<file path="src/hdl/rsfc_sqrt.sv">
`timescale 1ns / 1ps
// ----------------------------------------------------------------------------
// rsfc_sqrt
// Pipelined restoring square root, one result bit per stage, with sideband.
// ----------------------------------------------------------------------------
module rsfc_sqrt #(
  parameter int unsigned InW = 48,
  parameter int unsigned SbW = 8
) (
  input  logic                 clk_i,
  input  logic                 rst_ni,
  input  logic                 en_i,
  input  logic                 valid_i,
  input  logic [InW-1:0]       rad_i,
  input  logic [SbW-1:0]       sb_i,
  output logic                 valid_o,
  output logic [InW/2-1:0]     root_o,
  output logic [SbW-1:0]       sb_o
);

  localparam int unsigned N = InW / 2;

  logic [N:0]          v_q;
  logic [InW-1:0]      x_q   [N+1];
  logic [InW-1:0]      res_q [N+1];
  logic [SbW-1:0]      sb_q  [N+1];

  always_comb begin
    v_q[0]   = valid_i;
    x_q[0]   = rad_i;
    res_q[0] = '0;
    sb_q[0]  = sb_i;
  end

  for (genvar k = 0; k < N; k++) begin : g_st
    localparam logic [InW-1:0] Bit = InW'(1) << (2 * (N - 1 - k));
    logic [InW-1:0] trial;
    logic [InW-1:0] x_d, res_d;
    logic           v_r;
    logic [InW-1:0] x_r, res_r;
    logic [SbW-1:0] sb_r;
    always_comb begin
      trial = res_q[k] + Bit;
      if (x_q[k] >= trial) begin
        x_d   = x_q[k] - trial;
        res_d = (res_q[k] >> 1) + Bit;
      end else begin
        x_d   = x_q[k];
        res_d = res_q[k] >> 1;
      end
    end
    always_ff @(posedge clk_i or negedge rst_ni) begin
      if (!rst_ni) begin
        v_r <= 1'b0;
      end else if (en_i) begin
        v_r <= v_q[k];
      end
    end
    always_ff @(posedge clk_i) begin
      if (en_i) begin
        x_r   <= x_d;
        res_r <= res_d;
        sb_r  <= sb_q[k];
      end
    end
    always_comb begin
      v_q[k+1]   = v_r;
      x_q[k+1]   = x_r;
      res_q[k+1] = res_r;
      sb_q[k+1]  = sb_r;
    end
  end

  assign valid_o = v_q[N];
  assign root_o  = res_q[N][N-1:0];
  assign sb_o    = sb_q[N];

endmodule

</file>
<file path="config.mk">
export PLATFORM = sky130hd
export DESIGN_NAME = rsfc_sqrt
export DESIGN_NICKNAME = d
export VERILOG_FILES = /design/src/hdl/rsfc_sqrt.sv
export SDC_FILE = /design/constraint.sdc
export NUM_CORES = 2
export LEC_CHECK = 0
export BUFFER_PORTS_ARGS = -buffer_cell sky130_fd_sc_hd__buf_2
export CAP_MARGIN = 20
export CELL_PAD_IN_SITES_DETAIL_PLACEMENT = 1
export CELL_PAD_IN_SITES_GLOBAL_PLACEMENT = 1
export CORE_ASPECT_RATIO = 0.7
export CORE_MARGIN = 2
export CORE_UTILIZATION = 53
export DETAILED_ROUTE_END_ITERATION = 8
export GPL_TIMING_DRIVEN = 0
export MAX_ROUTING_LAYER = met4
export PLACE_DENSITY = 0.81
export SLEW_MARGIN = 20
export SYNTH_ARGS = -nofsm -noshare
export SYNTH_HDL_FRONTEND = slang
export SYNTH_SLANG_ARGS = --single-unit
</file>
<file path="constraint.sdc">
create_clock -name clk_i -period 3.7 [get_ports clk_i]
set_input_delay 0.37 -clock clk_i [delete_from_list [all_inputs] [get_ports clk_i]]
set_output_delay 0.37 -clock clk_i [all_outputs]
set_load 0.01 [all_outputs]
</file>
# Word level (Yosys, flattened, before mapping)

Index checks and enable logic that the tools add are counted.

Add/subtract/negate cells: 69
Magnitude comparators: 24
Multiplexer cells: 47

Operator list:

| cell                   | count |
|---|---|
| $ge 48x48->1           | 23 |
| $mux 48                | 23 |
| $mux 47                | 23 |
| $sub 48x48->48         | 22 |
| $add 47x11->48 const B | 1 |
| $add 47x13->48 const B | 1 |
| $add 47x15->48 const B | 1 |
| $add 47x17->48 const B | 1 |
| $add 47x19->48 const B | 1 |
| $add 47x21->48 const B | 1 |
| $add 47x23->48 const B | 1 |
| $add 47x25->48 const B | 1 |
| $add 47x27->48 const B | 1 |
| $add 47x29->48 const B | 1 |
| $add 47x3->48 const B  | 1 |
| $add 47x31->48 const B | 1 |
| $add 47x33->48 const B | 1 |
| $add 47x35->48 const B | 1 |
| $add 47x37->48 const B | 1 |
| $add 47x39->48 const B | 1 |
| $add 47x41->48 const B | 1 |
| $add 47x43->48 const B | 1 |
| $add 47x45->48 const B | 1 |
| $add 47x5->48 const B  | 1 |
| other kinds (29)       | 29 |

Register bits: 2448
Input bits: 60
Output and inout port bits: 33

# Logic depth before layout (Yosys ltp)

Word-level depth: 3
Depth in mapped cells: 13

# Least setup slack after synthesis

Ideal clock, no wire load.

Path kind: register -> register
Start: register g_st[18].x_r[34]
End: register g_st[19].x_r[36], data pin
Setup time: 271 ps
Arrival time: 3102 ps
Required time: 3429 ps
Slack: 327 ps
Cell stages (with the launch flop): 10
Path buffers: 2
Period minus slack after synthesis: 3373 ps
Cells stage by stage: edfxtp_1 or4_4 or3_1 clkbuf_2 or4_1 a311o_1 o31ai_2 buf_4 nor4_1 xor2_1

Longest elaborated chain between the ends: 2
Elaborated cells on any way between the ends: 3

RTL lines:

| item                                           | RTL line | source |
|---|---|---|
| start: declaration                             | 40       | `logic [InW-1:0] x_r, res_r;` |
| start signal: assignment                       | 61       | `x_r <= x_d;` |
| $sub 48x48->48 or $ge 48x48->1 (tied branches) | 45, 44   |  |
| $mux 48 (*)                                    | 44       | `if (x_q[k] >= trial) begin` |
| net g_st[19].x_d[36]                           | 38       | `logic [InW-1:0] x_d, res_d;` |
| end signal: assignment                         | 61       |  |
| end: declaration                               | 40       |  |

The timed path passes the listed nets; every way through them passes the cells marked *.
A chain may end at the register's enable or synchronous reset.

# Final worst setup path

Start: register g_st[17].x_r[13]
End: register g_st[18].x_r[39], data pin

Longest elaborated chain between the ends: 2
Elaborated cells on any way between the ends: 3

RTL lines:

| item                                           | RTL line |
|---|---|
| start: declaration                             | 40 |
| start signal: assignment                       | 61 |
| $sub 48x48->48 or $ge 48x48->1 (tied branches) | 45, 44 |
| $mux 48 (*)                                    | 44 |
| net g_st[18].x_d[39]                           | 38 |

Marks and branches as above.

==> results.toml <==
[status]
status = "complete, but fails checks"
failed_checks = "setup timing"

[sta]
hold_slack_ns = 0.0550
max_freq_mhz = 266
rsz0062_at_grt = "yes"
finalCritPeriodShare_pct = 102
setup_violations = 1
fin_tns_setup_ns = -0.0594
layout_setup_ws_ns = -0.0594
relSlewSlack_pct = 34.7
hold_violations = 0
clock-skew-final_ns = 0.0279
period_needed_ns = 3.76
drv_slew = 0
tightestPinTransition_ns = 0.971

[final_layout]
final_common_cell = "edfxtp_1"
nets = 6201
n_fill_cell = 13300
drive_gt1_share_pct = 10.3
multiInputGateArea_sq_um = 23900
layout_common_cells = "1596 x edfxtp_1, 403 x inv_1, 330 x nand2_1, 325 x nor2_1, 322 x ha_1"
design_area_sq_um = 83300
stdcell_count = 7806
fin_util_pct = 60.5
area_growth_pct = 13.4
seq_area_sq_um = 48500

[clock_network]
cts_root_buffer = "clkbuf_16"
cts_tree = "done"
clk_pin_slew_worst_paths_ns = 0.08
clk_path_buf_depth = 3
clock_latency_ns = 0.83
cts_buffers = 154
htreeDepth = 4
cts_sinks = 1620

[route]
wl_per_cell_um = 26.3
avgViaCountPerCell = 6.12
dr.pass1.iters = 5
ant_nets = 0
routed_wl_um = 205000
first_iter_violations = 5433
vias = 47800
drc = 0

[logic_synthesis]
synth_fp_nets = 5861
ys_ff_latch = 1620
synth_cells = 5479
ys_warn_count = 0
syn-cell-area_sq_um = 73500
synth.avg_cell_area_sq_um = 13.4
async_flop_share_pct = 1.48
synth_cell_type_count = 84
ys.flop_type = "edfxtp_1"
synth_seq_area_share_pct = 66.0
synth_edf_count = 1596

[setup_path]
worst_path_max_delay_cell = "o31ai_2"
crit_fanout = 8
required_ns = 4.24
cpPeakStageDelay_ns = 0.57
crit_chain = "ha_1, o211ai_1, a21oi_1, o31ai_2, a31oi_1, o41ai_2, o21ai_2, o41ai_1, o21ai_0"
worstSetupPathType = "flop to flop"
end_kind = "flop"
r2r-start = "g_st[17].x_r[13]"
crit_start = "g_st[17].x_r[13]"
critPathLaunchType = "flop"
critPathArrivalTime_ns = 4.30

[die]
dieWidth_um = 449
start_util_pct = 53.3
num_rows = 114
ioPinCount = 93
dieArea_sq_um = 142000
die-height_um = 316
core_sq_um = 138000

[grt]
grt_pass1_vias = 48800
grt_start_max_net_pins = 161
grtUsageTotal_pct = 29.5
antenna_found_initial = 10
overflow = 0
grt_pass1_wl_um = 308000

[worst_hold_path]
hp-class = "input port to asynchronous set/reset pin"

[placement]
dp_slack_ns = -1.30
dp.cells = 7439
gp_congestion = 0.960
port_buffers = 92
dp_hpwl_um = 142000
postPlaceCellArea_sq_um = 76600

[power]
leakage_nw = 31.1
ir_drop_uv = 524
power_mw = 50.9
p_per_area_nw_per_um2 = 611

[run]
drv_cap = 0
Yosys cell counts, drive strengths merged (25+ instances only):
cell type,count,share of area (%)
nand4,77,0.66
inv,405,2.1
a21oi,293,2.0
edfxtp,1596,65
or4,38,0.39
nand2,331,1.7
o21ai,258,1.8
a21o,103,1.1
nor4b,26,0.31
clkbuf,71,0.36
nor2,328,1.7
xor2,235,2.8
a31oi,27,0.23
o211ai,26,0.27
o21a,47,0.48
nor2b,45,0.38
or3,51,0.43
mux2,67,1.0
a211oi,25,0.26
nor4,194,1.7
nand3,81,0.55
o21bai,25,0.26
nor3,132,0.90
nand2b,68,0.58
xnor2,249,3.0
ha,322,5.5
registers in the layout, summed over array words and instances (netlist names):
signal,cells
valid_o,1
g_st.x_r,1104
g_st.res_r,300
sb_o,8
g_st.sb_r,184
g_st.v_r,23
metal layers:
layer	wire, um	up-vias	track usage (%)
met4	4690	0	7.99
met3	17600	287	6.21
met5	0	-	-
met2	89300	1822	42.2
li1	-	21300	-
met1	93700	24300	42.9
layout make-up:
cell class | count | share of cell area (%)
flip-flops and latches | 1620 | 58.2
multi-input cells | 3369 | 28.7
clock buffers | 196 | 4.88
well taps | 1856 | 2.79
repair buffers | 192 | 1.93
inverters | 407 | 1.85
clock inverters | 88 | 1.17
plain buffers | 75 | 0.467
diodes | 3 | 0.00901
what timing repair did:
| item | 4_1_cts | 5_1_grt |
|---|---|---|
| hold endpoints to repair | 81 | 0 |
| gates resized for setup | 98 | 106 |
| hold buffers | 58 | 0 |
| pin swaps | 10 | 9 |
| buffers inserted | 13 | 17 |
| setup endpoints to repair | 341 | 304 |
| cloned | 0 | 0 |
critical path, delay by kind of cell (launching register included):
kind | cells | cell delay, ns
AOI/OAI and AO/OA | 8 | 2.67
DFF | 1 | 0.40
adders and majority gates | 1 | 0.42
logic make-up (layout without fill, tap and decap cells):
kind of cell	count (synthesis)	after routing	share of synthesized area (%)
fa+ha+maj	322	322	5.48
simple gates	1515	1515	10.7
flops	1620	1620	66.0
xor+xnor	484	484	5.77
other cells	0	3	0
mux	74	74	1.12
compound gates	974	974	8.34
buf+inv	490	958	2.55
final timing paths:
kind | endpoint | slack, ns | cells after the start
worst min-delay path | g_st[21].v_r | 0.06 | 2
worst max-delay path | g_st[18].x_r[39] | -0.06 | 9
worst min register to register | g_st[11].sb_r[4] | 0.42 | 0
min in group clk_i | g_st[1].sb_r[2] | 0.06 | 1
max in group asynchronous | g_st[15].v_r | 3.23 | 2
worst max register to register | g_st[18].x_r[39] | -0.06 | 9
power breakdown:
group	total [mW]	internal, mW	switching [mW]
Clock	16.2	8.86	7.35
Combinational	9.78	3.71	6.07
Sequential	24.9	23.0	1.88
Total	50.9	35.6	15.3
(Power assumes the default switching activity.)
